### src/hw/rtl/i2cmbe_pkg.sv
`timescale 1ns / 1ps
`default_nettype none

package i2cmbe_pkg;

   localparam int HALF_PERIOD_RESET = 3;
   localparam int ACK_TIMEOUT_RESET = 200;

   typedef enum logic [0:0] {
      CSR_HALF_PERIOD = 1'b0,
      CSR_ACK_TIMEOUT = 1'b1
   } csr_index_type;

   typedef enum logic [2:0] {
      OP_START = 3'd0,
      OP_STOP  = 3'd1,
      OP_WRITE = 3'd2,
      OP_READ  = 3'd3,
      OP_ACK   = 3'd4,
      OP_NACK  = 3'd5
   } op_type;

   typedef enum logic [4:0] {
      PH_IDLE         = 5'd0,
      PH_STA_HIGH     = 5'd1,
      PH_STA_SDA_LOW  = 5'd2,
      PH_STA_SCL_LOW  = 5'd3,
      PH_STO_SETUP    = 5'd4,
      PH_STO_HIGH     = 5'd5,
      PH_WR_HOLD      = 5'd6,
      PH_WR_DATA      = 5'd7,
      PH_WR_HIGH      = 5'd8,
      PH_WR_END       = 5'd9,
      PH_WR_RELEASE   = 5'd10,
      PH_WR_POLL      = 5'd11,
      PH_WR_ACK_HIGH  = 5'd12,
      PH_WR_ACK_LOW   = 5'd13,
      PH_RD_RELEASE   = 5'd14,
      PH_RD_SAMPLE    = 5'd15,
      PH_RD_HIGH      = 5'd16,
      PH_RD_LOW       = 5'd17,
      PH_RD_RECLAIM   = 5'd18,
      PH_AK_SETUP     = 5'd19,
      PH_AK_HIGH      = 5'd20,
      PH_AK_LOW       = 5'd21,
      PH_FIN          = 5'd22
   } phase_type;

   // Line levels lead the packed result as {scl, sda, drive}.
   typedef struct packed {
      logic       scl_level;
      logic       sda_level;
      logic       sda_drive;
      logic       busy_res;
      logic       done_res;
      logic [7:0] rx_byte;
      logic       ack_seen;
   } result_type;

endpackage

`default_nettype wire

### src/hw/rtl/i2c_master_bit_engine_top.sv
`timescale 1ns / 1ps
`default_nettype none

// I2C master byte engine. Each transaction on the req_ channel is one bus tick: it carries
// the sampled SDA level and, while the engine is idle, an optional command (start, stop,
// write byte with acknowledge detect, read byte, send ack, send nack). Each accepted tick
// produces exactly one transaction on the rsp_ channel with the SCL level, SDA level and
// SDA enable for that tick, plus busy, done, the last received byte and the ack flag.
// The result of a tick is registered in the output register, or in the skid register while the
// output register is held, and one tick can be accepted every cycle while req_stall is low.
// An output register plus a skid register hold up to two results; req_stall rises only
// when both are full, so a stalled receiver back-pressures the sender after two ticks.
// Bus timing is counted in accepted ticks, not in clock cycles, so stalls do not change
// the waveform. The csr_ port writes half_period (index 0) and ack_timeout (index 1);
// writes are meant for idle periods and take effect on the next tick.
// Synchronous reset returns the engine to idle with SCL high and SDA driven high,
// half_period at 3, ack_timeout at 200, and both result registers empty.
module i2c_master_bit_engine_top (
   input  wire logic        clock,
   input  wire logic        reset,
   input  wire logic        req_valid,
   output logic             req_stall,
   input  wire logic        req_cmd_valid,
   input  wire logic [2:0]  req_func,
   input  wire logic [7:0]  req_tx_byte,
   input  wire logic        req_sda_in,
   output logic             rsp_valid,
   input  wire logic        rsp_stall,
   output logic             rsp_scl_level,
   output logic             rsp_sda_level,
   output logic             rsp_sda_drive,
   output logic             rsp_busy_res,
   output logic             rsp_done_res,
   output logic [7:0]       rsp_rx_byte,
   output logic             rsp_ack_seen,
   input  wire logic        csr_we,
   input  wire logic [0:0]  csr_index,
   input  wire logic [15:0] csr_wdata
);

   function automatic logic [2:0] mk_line(input logic scl, input logic sda, input logic drv);
      return {drv, sda & drv, scl};
   endfunction

   logic [7:0]  half_period_ff;
   logic [15:0] ack_timeout_ff;

   i2cmbe_pkg::phase_type phase_ff, phase_in, act_phase, nxt_phase;
   i2cmbe_pkg::op_type    op_ff, op_in, act_op;
   logic [15:0] tick_ff, tick_in, act_tick, tick_inc;
   logic [3:0]  bit_ff, bit_in, act_bit, bit_inc;
   logic [7:0]  shift_ff, shift_in, act_shift;
   logic        ack_ff, ack_in, act_ack;
   logic [7:0]  rx_ff, rx_in;
   logic [2:0]  line_ff, line_in, line_lv;
   logic        busy_v, done_v, advance_v;
   logic [7:0]  dval;
   logic [8:0]  seg_len;

   i2cmbe_pkg::result_type out_ff, out_in, skid_ff, skid_in, result_v;
   logic out_valid_ff, out_valid_in, skid_valid_ff, skid_valid_in;
   logic tick_go, drain;

   assign tick_go   = req_valid & ~skid_valid_ff;
   assign req_stall = skid_valid_ff;
   assign drain     = out_valid_ff & ~rsp_stall;

   // Configuration registers.
   always_ff @(posedge clock) begin
      if (reset) begin
         half_period_ff <= 8'(i2cmbe_pkg::HALF_PERIOD_RESET);
         ack_timeout_ff <= 16'(i2cmbe_pkg::ACK_TIMEOUT_RESET);
      end else if (csr_we) begin
         case (i2cmbe_pkg::csr_index_type'(csr_index))
            i2cmbe_pkg::CSR_HALF_PERIOD: half_period_ff <= csr_wdata[7:0];
            i2cmbe_pkg::CSR_ACK_TIMEOUT: ack_timeout_ff <= csr_wdata;
            default: ;
         endcase
      end
   end

   // Command acceptance: the state seen by this tick's bus segment.
   always_comb begin
      act_phase = phase_ff;
      act_op    = op_ff;
      act_tick  = tick_ff;
      act_bit   = bit_ff;
      act_shift = shift_ff;
      act_ack   = ack_ff;
      if (phase_ff == i2cmbe_pkg::PH_IDLE && req_cmd_valid &&
          req_func <= 3'(i2cmbe_pkg::OP_NACK)) begin
         act_op   = i2cmbe_pkg::op_type'(req_func);
         act_bit  = 4'd0;
         act_tick = 16'd0;
         case (act_op)
            i2cmbe_pkg::OP_START: act_phase = i2cmbe_pkg::PH_STA_HIGH;
            i2cmbe_pkg::OP_STOP:  act_phase = i2cmbe_pkg::PH_STO_SETUP;
            i2cmbe_pkg::OP_WRITE: begin
               act_shift = req_tx_byte;
               act_ack   = 1'b0;
               act_phase = i2cmbe_pkg::PH_WR_HOLD;
            end
            i2cmbe_pkg::OP_READ: begin
               act_shift = 8'd0;
               act_phase = i2cmbe_pkg::PH_RD_RELEASE;
            end
            default: act_phase = i2cmbe_pkg::PH_AK_SETUP;
         endcase
      end
   end

   // Segment length of the active phase.
   always_comb begin
      dval = (half_period_ff == 8'd0) ? 8'd1 : half_period_ff;
      case (act_phase)
         i2cmbe_pkg::PH_WR_RELEASE, i2cmbe_pkg::PH_RD_RELEASE:
            seg_len = {1'b0, dval} + 9'd2;
         i2cmbe_pkg::PH_WR_ACK_LOW: seg_len = {2'b00, dval[7:1]};
         default: seg_len = {1'b0, dval};
      endcase
   end

   // Output block: line levels, busy and done for the active phase.
   always_comb begin
      busy_v  = 1'b0;
      done_v  = 1'b0;
      line_lv = line_ff;
      if (act_phase == i2cmbe_pkg::PH_FIN) begin
         done_v = 1'b1;
         if (act_op == i2cmbe_pkg::OP_STOP) begin
            line_lv = mk_line(1'b1, 1'b1, 1'b1);
         end else if (act_op >= i2cmbe_pkg::OP_ACK) begin
            line_lv = mk_line(1'b0, 1'b1, 1'b1);
         end
      end else if (act_phase != i2cmbe_pkg::PH_IDLE) begin
         busy_v = 1'b1;
         case (act_phase)
            i2cmbe_pkg::PH_STA_HIGH:    line_lv = mk_line(1'b1, 1'b1, 1'b1);
            i2cmbe_pkg::PH_STA_SDA_LOW: line_lv = mk_line(1'b1, 1'b0, 1'b1);
            i2cmbe_pkg::PH_STA_SCL_LOW: line_lv = mk_line(1'b0, 1'b0, 1'b1);
            i2cmbe_pkg::PH_STO_SETUP:   line_lv = mk_line(line_ff[0], 1'b0, 1'b1);
            i2cmbe_pkg::PH_STO_HIGH:    line_lv = mk_line(1'b1, 1'b0, 1'b1);
            i2cmbe_pkg::PH_WR_HOLD,
            i2cmbe_pkg::PH_WR_END:      line_lv = mk_line(1'b0, line_ff[1], 1'b1);
            i2cmbe_pkg::PH_WR_DATA:     line_lv = mk_line(1'b0, act_shift[7], 1'b1);
            i2cmbe_pkg::PH_WR_HIGH:     line_lv = mk_line(1'b1, act_shift[7], 1'b1);
            i2cmbe_pkg::PH_WR_RELEASE,
            i2cmbe_pkg::PH_WR_POLL,
            i2cmbe_pkg::PH_RD_RELEASE,
            i2cmbe_pkg::PH_RD_LOW:      line_lv = mk_line(1'b0, 1'b0, 1'b0);
            i2cmbe_pkg::PH_WR_ACK_HIGH: line_lv = mk_line(1'b1, 1'b0, 1'b1);
            i2cmbe_pkg::PH_WR_ACK_LOW,
            i2cmbe_pkg::PH_RD_RECLAIM:  line_lv = mk_line(1'b0, 1'b0, 1'b1);
            i2cmbe_pkg::PH_RD_SAMPLE,
            i2cmbe_pkg::PH_RD_HIGH:     line_lv = mk_line(1'b1, 1'b0, 1'b0);
            i2cmbe_pkg::PH_AK_SETUP:
               line_lv = mk_line(line_ff[0], act_op == i2cmbe_pkg::OP_NACK, 1'b1);
            i2cmbe_pkg::PH_AK_HIGH:
               line_lv = mk_line(1'b1, act_op == i2cmbe_pkg::OP_NACK, 1'b1);
            default:
               line_lv = mk_line(1'b0, act_op == i2cmbe_pkg::OP_NACK, 1'b1);
         endcase
      end
   end

   assign tick_inc = act_tick + 16'd1;
   assign bit_inc  = act_bit + 4'd1;

   // Next-state block.
   always_comb begin
      phase_in  = phase_ff;
      op_in     = op_ff;
      tick_in   = tick_ff;
      bit_in    = bit_ff;
      shift_in  = shift_ff;
      ack_in    = ack_ff;
      rx_in     = rx_ff;
      line_in   = line_ff;
      advance_v = 1'b0;
      nxt_phase = act_phase;
      if (tick_go) begin
         phase_in = act_phase;
         op_in    = act_op;
         tick_in  = act_tick;
         bit_in   = act_bit;
         shift_in = act_shift;
         ack_in   = act_ack;
         line_in  = line_lv;
         if (act_phase == i2cmbe_pkg::PH_FIN) begin
            phase_in = i2cmbe_pkg::PH_IDLE;
            tick_in  = 16'd0;
         end else if (act_phase != i2cmbe_pkg::PH_IDLE) begin
            if (act_phase == i2cmbe_pkg::PH_WR_POLL) begin
               if (!req_sda_in) begin
                  ack_in    = 1'b1;
                  advance_v = 1'b1;
               end else begin
                  tick_in   = tick_inc;
                  advance_v = (tick_inc >= ack_timeout_ff);
               end
            end else begin
               if (act_phase == i2cmbe_pkg::PH_RD_SAMPLE &&
                   ({1'b0, act_tick} + 17'd1) >= {8'd0, seg_len}) begin
                  shift_in = {act_shift[6:0], req_sda_in};
               end
               tick_in   = tick_inc;
               advance_v = (tick_inc >= {7'd0, seg_len});
            end
            if (advance_v) begin
               case (act_phase)
                  i2cmbe_pkg::PH_STA_SCL_LOW, i2cmbe_pkg::PH_STO_HIGH,
                  i2cmbe_pkg::PH_WR_ACK_LOW, i2cmbe_pkg::PH_RD_RECLAIM,
                  i2cmbe_pkg::PH_AK_LOW:
                     nxt_phase = i2cmbe_pkg::PH_FIN;
                  i2cmbe_pkg::PH_WR_HIGH: begin
                     shift_in  = {act_shift[6:0], 1'b0};
                     bit_in    = bit_inc;
                     nxt_phase = (bit_inc < 4'd8) ? i2cmbe_pkg::PH_WR_HOLD
                                                  : i2cmbe_pkg::PH_WR_END;
                  end
                  i2cmbe_pkg::PH_RD_LOW: begin
                     bit_in = bit_inc;
                     if (bit_inc < 4'd8) begin
                        nxt_phase = i2cmbe_pkg::PH_RD_SAMPLE;
                     end else begin
                        nxt_phase = i2cmbe_pkg::PH_RD_RECLAIM;
                        rx_in     = act_shift;
                     end
                  end
                  default: nxt_phase = i2cmbe_pkg::phase_type'(5'(act_phase) + 5'd1);
               endcase
               tick_in = 16'd0;
               if (nxt_phase == i2cmbe_pkg::PH_WR_POLL && ack_timeout_ff == 16'd0) begin
                  nxt_phase = i2cmbe_pkg::PH_WR_ACK_HIGH;
               end
               if (nxt_phase == i2cmbe_pkg::PH_WR_ACK_LOW && dval[7:1] == 7'd0) begin
                  nxt_phase = i2cmbe_pkg::PH_FIN;
               end
               phase_in = nxt_phase;
            end
         end
      end
   end

   always_ff @(posedge clock) begin
      if (reset) begin
         phase_ff <= i2cmbe_pkg::PH_IDLE;
         op_ff    <= i2cmbe_pkg::OP_START;
         tick_ff  <= 16'd0;
         bit_ff   <= 4'd0;
         shift_ff <= 8'd0;
         ack_ff   <= 1'b0;
         rx_ff    <= 8'd0;
         line_ff  <= 3'b111;
      end else begin
         phase_ff <= phase_in;
         op_ff    <= op_in;
         tick_ff  <= tick_in;
         bit_ff   <= bit_in;
         shift_ff <= shift_in;
         ack_ff   <= ack_in;
         rx_ff    <= rx_in;
         line_ff  <= line_in;
      end
   end

   // Result of this tick and the output register with its skid stage.
   always_comb begin
      result_v.scl_level = line_in[0];
      result_v.sda_level = line_in[1];
      result_v.sda_drive = line_in[2];
      result_v.busy_res  = busy_v;
      result_v.done_res  = done_v;
      result_v.rx_byte   = rx_in;
      result_v.ack_seen  = ack_in;
   end

   always_comb begin
      out_in        = out_ff;
      out_valid_in  = out_valid_ff;
      skid_in       = skid_ff;
      skid_valid_in = skid_valid_ff;
      if (skid_valid_ff) begin
         if (drain) begin
            out_in        = skid_ff;
            skid_valid_in = 1'b0;
         end
      end else if (tick_go) begin
         if (!out_valid_ff || drain) begin
            out_in       = result_v;
            out_valid_in = 1'b1;
         end else begin
            skid_in       = result_v;
            skid_valid_in = 1'b1;
         end
      end else if (drain) begin
         out_valid_in = 1'b0;
      end
   end

   always_ff @(posedge clock) begin
      if (reset) begin
         out_valid_ff  <= 1'b0;
         skid_valid_ff <= 1'b0;
      end else begin
         out_valid_ff  <= out_valid_in;
         skid_valid_ff <= skid_valid_in;
      end
   end

   always_ff @(posedge clock) begin
      out_ff  <= out_in;
      skid_ff <= skid_in;
   end

   assign rsp_valid     = out_valid_ff;
   assign rsp_scl_level = out_ff.scl_level;
   assign rsp_sda_level = out_ff.sda_level;
   assign rsp_sda_drive = out_ff.sda_drive;
   assign rsp_busy_res  = out_ff.busy_res;
   assign rsp_done_res  = out_ff.done_res;
   assign rsp_rx_byte   = out_ff.rx_byte;
   assign rsp_ack_seen  = out_ff.ack_seen;

   a_skid_implies_out: assert property (@(posedge clock) disable iff (reset)
      skid_valid_ff |-> out_valid_ff)
      else $error("skid register holds a result while the output register is empty");

   a_bit_count_range: assert property (@(posedge clock) disable iff (reset)
      bit_ff <= 4'd8)
      else $error("bit counter ran past eight");

   a_fin_returns_idle: assert property (@(posedge clock) disable iff (reset)
      tick_go && phase_ff == i2cmbe_pkg::PH_FIN |=> phase_ff == i2cmbe_pkg::PH_IDLE)
      else $error("finishing tick did not return the engine to idle");

   a_released_sda_low: assert property (@(posedge clock) disable iff (reset)
      out_valid_ff && !out_ff.sda_drive |-> !out_ff.sda_level)
      else $error("SDA level set while the line is released");

endmodule

`default_nettype wire

### config.mk
export PLATFORM = sky130hd
export DESIGN_NAME = i2c_master_bit_engine_top
export DESIGN_NICKNAME = d
export VERILOG_FILES = /design/src/hw/rtl/i2cmbe_pkg.sv /design/src/hw/rtl/i2c_master_bit_engine_top.sv
export SDC_FILE = /design/constraint.sdc
export NUM_CORES = 1
export LEC_CHECK = 0
export BUFFER_PORTS_ARGS = -buffer_cell sky130_fd_sc_hd__buf_2
export CORE_MARGIN = 2
export CORE_UTILIZATION = 60
export CTS_BUF_LIST = sky130_fd_sc_hd__clkbuf_2 sky130_fd_sc_hd__clkbuf_4 sky130_fd_sc_hd__clkbuf_8
export DETAILED_ROUTE_END_ITERATION = 10
export PLACE_DENSITY = 0.84
export SKIP_CTS_REPAIR_TIMING = 1
export SYNTH_ARGS = -nofsm -noshare
export SYNTH_HDL_FRONTEND = slang
export SYNTH_SLANG_ARGS = --single-unit
### constraint.sdc
create_clock -name clock -period 6.4 [get_ports clock]
set_input_delay 1.28 -clock clock [delete_from_list [all_inputs] [get_ports clock]]
set_output_delay 1.28 -clock clock [all_outputs]
set_load 0.02 [all_outputs]
---- Word level (Yosys, flattened, before mapping) ----
Cells that the tools add are included.
word-level totals
  register bits after elaboration ......... 102
  input port bits ......................... 35
  output and inout port bits .............. 16
  logic and storage cells ................. 181
operators by class
  add/subtract/negate cells ............... 5
  order comparisons ....................... 6
  equal/unequal tests ..................... 31
  multiplexer cells ....................... 78
  bitwise logic cells ..................... 6
  reductions and logical operators ........ 29
operators with widths
  operator               number
  $mux 8                 14
  $mux 16                6
  $mux 5                 15
  $mux 14                4
  $eq 5x4->1 const B     10
  $eq 5x5->1 const B     7
  $pmux 3 s11            1
  $mux 4                 6
  $mux 1                 22
  $eq 5x3->1 const B     4
  $pmux 5 s4             1
  $mux 3                 6
  $pmux 9 s2             1
  $add 16x1->17 const B  1
  $ge 17x9->1            1
  $add 16x1->16 const B  1
  $ge 16x16->1           1
  $ge 16x9->1            1
  $logic_not 16->1       1
  $pmux 8 s2             1
  $pmux 5 s3             1
  $eq 5x2->1 const B     2
  $add 8x2->9 const B    1
  $reduce_and 3->1       3
  26 further kinds       44

---- Longest topological paths before layout ----
Gate-level depths: netlist of run 1.
  depth in word-level cells ............... 29
  mapped depth ............................ 23

---- Worst setup path before layout of run 1 ----
Ideal clock, no wire load.
  path type ............................... input -> register
  start point ............................. input req_func[2]
  end point ............................... register out_ff, in the netlist rsp_rx_byte[6], data pin
  library setup time ...................... 0.265 ns
  arrival ................................. 5.053 ns
  required time ........................... 6.135 ns
  slack ................................... 1.082 ns
  stages .................................. 20
  cell sequence ........................... buf_2 nand2_1 nand3_2 clkbuf_1 and2_1 ha_1 nand3_1 nor4_2 and3_1 xnor2_1 nor2_1 ha_1 nand3_1 nor4_1 a21oi_1 a31oi_4 and3_1 buf_6 mux2i_1 o21ai_1
RTL lines
  element               line                              source
  from (decl)           i2c_master_bit_engine_top.sv:24   input wire logic [2:0] req_func,
  to (signal assigned)  i2c_master_bit_engine_top.sv:312  out_ff <= out_in;
  to (decl)             i2c_master_bit_engine_top.sv:60   i2cmbe_pkg::result_type out_ff, out_in, skid_ff, skid_in, result_v;

==> results of run 1 <==
==> flip-flops by register name, summed over array words and instances, names as in the netlist, 3 cells and up <==
| register | cells |
|---|---|
| ack_timeout_ff | 16 |
| tick_ff | 16 |
| skid_ff | 14 |
| half_period_ff | 8 |
| rsp_rx_byte | 8 |
| rx_ff | 8 |
| shift_ff | 8 |
| phase_ff | 5 |
| bit_ff | 4 |
| line_ff | 3 |
| op_ff | 3 |
==> logic make-up (layout without fill, tap and decap cells) <==
group	count (synthesis)	count (layout)	synth area share (%)
flops	102	102	34.0
simple gates	339	339	25.8
mux	16	16	2.48
xor+xnor	21	21	2.70
compound gates	225	225	22.7
buf+inv	96	119	6.29
fa+ha+maj	33	33	6.05
==> power breakdown <==
group	switching (mW)	internal (mW)
registers	0.0909	0.741
logic	0.795	0.431
clock network	0.238	0.182
==> worst max-delay path, delay by kind of cell <==
family,cells,cell delay (ns)
XOR/XNOR,1,0.14
multiplexers,1,0.38
AND/OR/NAND/NOR,10,2.68
adder cells (fa/ha/maj),2,0.62
buffers and inverters,1,0.17
AO/OA/AOI/OAI,3,0.66
==> layer usage <==
metal	part of all wire (%)	track usage (%)	up-vias
met5	0	0	-
met4	3.4	11.8	0
met3	8.8	7.19	75
met2	48	50.6	375
met1	40	36.8	2987
li1	-	-	3036
==> worst min-delay path by stage <==
stage                  start  endpoint  slack [ns]
floorplan           op_ff[0]  op_ff[0]        0.43
global placement    op_ff[0]  op_ff[0]        0.44
detailed placement  op_ff[0]  op_ff[0]        0.45
CTS                 op_ff[0]  op_ff[0]        0.46
global route        op_ff[0]  op_ff[0]        0.50
finish              op_ff[0]  op_ff[0]        0.46
==> cell usage in the layout (no fill, tap or decap), types with 4 or more instances in the layout <==
master    Yosys  layout
xor2_1        8       8
a21oi_1      63      63
a31o_2        4       4
clkbuf_8      0       9
buf_4         5      12
o21ai_1      15      15
a31oi_1      18      18
o21ai_0      34      34
xnor2_1      13      13
nor2_1       65      65
a221oi_1      7       7
edfxtp_1     28      28
nand3_1      39      39
a22o_1        5       5
nor2b_1       8       8
a21o_1        7       7
a22oi_1       8       8
and2_1        8       8
o211ai_1      5       5
buf_2         4      50
nor3_1        5       5
mux2i_1      11      11
nand2b_1     16      16
dfxtp_1      74      74
mux2_2        4       4
inv_1        41      41
ha_1         33      33
nand3b_1      6       6
and3_1       19      19
nor4_1        6       6
nand2_1     121     121
a211oi_1      4       4
nand4_1      13      13
==> cell type report <==
| cell class | count | share of cell area, % |
|---|---|---|
| clock buffers | 9 | 1.71 |
| clock inverters | 7 | 0.983 |
| inverters | 41 | 2.12 |
| multi-input cells | 634 | 56.1 |
| flip-flops and latches | 102 | 32.0 |
| well taps | 140 | 2.41 |
| repair buffers | 62 | 4.69 |
==> flow_summary.json, run 1 <==
{
  "endpoint": "rsp_rx_byte[1]",
  "tns_ns": 0,
  "clock-sinks": 102,
  "critical_path_class": "input pin to flop",
  "start_util_pct": 62.1,
  "ios": 51,
  "drt_first_pass_iters": 8,
  "nets": 918,
  "rsz0062_at_grt": "no",
  "maxCapViolations": 0,
  "hold_viol": 0,
  "drive_gt1_share_pct": 14.2,
  "slew_violations": 0,
  "synth_common_cells": "121 x nand2_1, 74 x dfxtp_1, 65 x nor2_1",
  "finalPower_mw": 2.48,
  "clk_pin_slew_ns": 0.10,
  "r2r_end": "rsp_rx_byte[1]",
  "cts_buffers": 9,
  "clk_path_buf_depth": 2,
  "start_kind": "input pin",
  "clk_latency_ns": 0.40,
  "numPortBuffers": 50,
  "root_buffer": "clkbuf_8",
  "place_inst": 979,
  "power_density_nw_per_um2": 341,
  "drtIter0Drc": 1141,
  "grt_start_max_net_pins": 72,
  "syn_to_final_growth_pct": 6.38,
  "hold_ws_ns": 0.459,
  "finalSetupViolations": 0,
  "max_freq_ghz": 0.171,
  "grt-ovfl-total": 0,
  "postPlaceCellArea_sq_um": 7060,
  "min_period_ns": 5.85,
  "seq_area_frac_synth_pct": 34.0,
  "die_area_sq_um": 12200,
  "fp.dieW_um": 111,
  "gp_congestion": 1.01,
  "fin_area_sq_um": 7260,
  "synth_most_common_cell": "nand2_1",
  "n_antenna_cell": 0,
  "crit_arrival_ns": 5.95,
  "n_fill_cell": 891,
  "yosysUniqueCellTypes": 90,
  "fin_cells": 995,
  "syn-num-nets": 900,
  "cpPeakStageDelay_ns": 0.60,
  "grt_pass1_wl_mm": 30.4,
  "via_count": 6473,
  "post-route-util_pct": 66.1,
  "regToRegSetupSlack_ns": 1.09,
  "hp-class": "flop to flop",
  "ys_ff_latch": 102,
  "wl_per_cell_um": 18.4,
  "whs_path_depth": 2,
  "grt_pass1_vias": 6206,
  "drt-total-wl_mm": 18.3,
  "finalCritPeriodShare_pct": 91.4,
  "place_hpwl_mm": 13.4,
  "cp_data_required_time_ns": 6.51,
  "synth_edf_count": 28,
  "ant_nets": 0,
  "track_usage_pct": 29.9,
  "fp-row-count": 38,
  "coreArea_sq_um": 11000,
  "maxSlewHeadroom_pct": 28.1,
  "p_leak_nw": 2.86,
  "crit_fanout": 11,
  "multiInputGateArea_sq_um": 4070,
  "antenna_found_initial": 0,
  "viasPerCell": 6.51,
  "drc_errors": 0,
  "outcome": "finished, final reports clean",
  "setup_ws_ns": 0.553,
  "post-place-ws_ns": 0.322,
  "r2r_start": "phase_ff[2]",
  "synthCells": 832,
  "crit_start": "req_func[2]",
  "cts_tree": "built",
  "ys.flop_type": "dfxtp_1",
  "synth_top_area_share_pct": 21.7,
  "synth_area_sq_um": 6820,
  "reg2regPathDepth": 17,
  "cp-end-kind": "flop",
  "ys_async_sr_fraction_pct": 0,
  "skew_ns": 0.0147,
  "yosys_warnings": 0,
  "slowest_stage": "and3_1",
  "vdd_drop_max_v": 0.000227,
  "ff_latch_area_sq_um": 2320,
  "yosys.area.top_type": "dfxtp_1",
  "htree_levels": 3,
  "worst_slew_pin_slew_ns": 1.08,
  "postSynthAreaPerCell_sq_um": 8.20,
  "worstPathCellList": "buf_2, nand2_1, nand3_2, and2_1, ha_1, nand3_1, nor4_2, and3_1, xnor2_1, nor2_1, ha_1, nand3_1, nor4_1, a21oi_1, a31oi_4, and3_1, mux2i_1, o21ai_1",
  "die_h_um": 111,
  "synth_area_leaders": "dfxtp_1 22%, edfxtp_1 12%, nand2_1 6.7%, ha_1 6.1%, a21oi_1 4.6%"
}
Note: power is estimated with default switching activity, not from simulation.
==> inputs of run 2 (changes only) <==
--- a/config.mk
+++ b/config.mk
@@ -6,10 +6,11 @@
 export NUM_CORES = 1
 export LEC_CHECK = 0
 export BUFFER_PORTS_ARGS = -buffer_cell sky130_fd_sc_hd__buf_2
-export CORE_MARGIN = 2
 export CORE_UTILIZATION = 60
 export CTS_BUF_LIST = sky130_fd_sc_hd__clkbuf_2 sky130_fd_sc_hd__clkbuf_4 sky130_fd_sc_hd__clkbuf_8
 export DETAILED_ROUTE_END_ITERATION = 10
+export GPL_TIMING_DRIVEN = 0
+export MAX_ROUTING_LAYER = met4
 export PLACE_DENSITY = 0.84
 export SKIP_CTS_REPAIR_TIMING = 1
 export SYNTH_ARGS = -nofsm -noshare
==> run 2 against run 1 <==
Compared with the run above:
- global-route usage is 4.2 points higher
- register-to-register slack worse by 0.15 ns
- die area is 3.6% lower
- non-clock buffer count is 41 higher
- critical path type unchanged
==> flow_summary.json, run 2 (synthesis gave the netlist of run 1 again) <==
{
  "finalSetupViolations": 0,
  "p_leak_nw": 2.94,
  "wl_per_cell_um": 18.2,
  "drt_first_pass_iters": 5,
  "top_regs": "ack_timeout_ff x16, tick_ff x16, skid_ff x14",
  "gp_congestion": 0.942,
  "max_freq_ghz": 0.166,
  "via_count": 6566,
  "grt_pass1_wl_mm": 29.6,
  "hp-class": "flop to flop",
  "fp-row-count": 38,
  "htree_levels": 3,
  "worstPathCellList": "buf_2, nand2_1, nand3_2, clkbuf_1, and2_1, ha_1, nand3_1, nor4_4, and3_1, xnor2_1, nor2_1, ha_1, nand3_1, nor4_1, a21oi_1, a31oi_4, and3_1, buf_6, mux2i_1, o21ai_1",
  "die_area_sq_um": 11800,
  "min_period_ns": 6.01,
  "maxSlewHeadroom_pct": 50.6,
  "root_buffer": "clkbuf_8",
  "antenna_found_initial": 0,
  "numPortBuffers": 47,
  "grt_start_max_net_pins": 20,
  "cp_data_required_time_ns": 6.57,
  "viasPerCell": 6.34,
  "crit_arrival_ns": 6.18,
  "outcome": "finished, final reports clean",
  "vdd_drop_max_v": 0.000206,
  "rsz0062_at_grt": "no",
  "grt-ovfl-total": 0,
  "place_inst": 1019,
  "post-place-ws_ns": -0.0432,
  "start_kind": "input pin",
  "drt-total-wl_mm": 18.8,
  "hold_viol": 0,
  "grt_pass1_vias": 6028,
  "ant_nets": 0,
  "drtIter0Drc": 655,
  "slew_violations": 0,
  "critical_path_class": "input pin to flop",
  "nets": 959,
  "finalPower_mw": 2.56,
  "syn_to_final_growth_pct": 9.17,
  "cpPeakStageDelay_ns": 0.48,
  "die_h_um": 109,
  "fp.dieW_um": 109,
  "clk_path_buf_depth": 2,
  "skew_ns": 0.0175,
  "cp-end-kind": "flop",
  "finalCritPeriodShare_pct": 93.9,
  "clk_pin_slew_ns": 0.11,
  "maxCapViolations": 0,
  "clk_latency_ns": 0.41,
  "drive_gt1_share_pct": 13.8,
  "final_common_cell": "nand2_1",
  "worst_slew_pin_slew_ns": 0.736,
  "ios": 51,
  "crit_fanout": 10,
  "coreArea_sq_um": 10900,
  "setup_ws_ns": 0.390,
  "clock-sinks": 102,
  "cts_buffers": 9,
  "slowest_stage": "nor4_4",
  "power_density_nw_per_um2": 344,
  "n_antenna_cell": 0,
  "fin_cells": 1036,
  "start_util_pct": 62.4,
  "cts_tree": "built",
  "place_hpwl_mm": 14.0,
  "tns_ns": 0,
  "track_usage_pct": 34.1,
  "mostFrequentLayoutCells": "121 x nand2_1, 74 x dfxtp_1, 65 x nor2_1",
  "drc_errors": 0
}
## run 2: cell type report
cell class                 count  area, sq um
sequential                   102         2320
tap                          140          175
buffer                        55          275
timing repair buffer          48          243
fill                         944         3490
clock buffer                  10          138
inverter                      41          154
clock inverter                 6         61.3
multi-input combinational    634         4080
## run 2: report_power, final
part / switching, mW / total (mW) / internal [mW]
Clock: 0.269 / 0.432 / 0.163
Combinational: 0.856 / 1.34 / 0.483
Sequential: 0.0500 / 0.790 / 0.740
## run 2: path summary, 6_finish.rpt
path,start,endpoint,slack (ns),cells past startpoint
worst max register to register,phase_ff[2],rsp_rx_byte[3],0.94,20
worst max-delay path,req_func[2],rsp_rx_byte[3],0.39,20
worst min register to register,op_ff[0],op_ff[0],0.46,2
worst min-delay path,op_ff[0],op_ff[0],0.46,2
## run 2: critical path: cells and delay by family
kind,cells,cell delay [ns]
buf+inv,3,0.76
fa+ha+maj,2,0.60
mux,1,0.39
simple gates,10,2.40
xor+xnor,1,0.12
compound gates,3,0.58
## run 2: stage by stage
stage | hold slack (ns) | instance area [sq um] | util (%)
after floorplan | 0.432 | 6820 | -
after global placement | 0.445 | 7230 | 66.1
after detailed placement | 0.446 | 7230 | 66.1
after CTS | 0.465 | 7430 | 68.0
after global routing | 0.494 | 7450 | 68.1
final | 0.462 | 7450 | 68.1
## run 2: layer usage
layer,up-vias,track usage [%],share of wire (%)
met5,-,-,0
li1,3137,-,-
met2,355,55.3,47
met4,0,18.8,4.6
met3,76,4.24,8.2
met1,2998,41.2,40
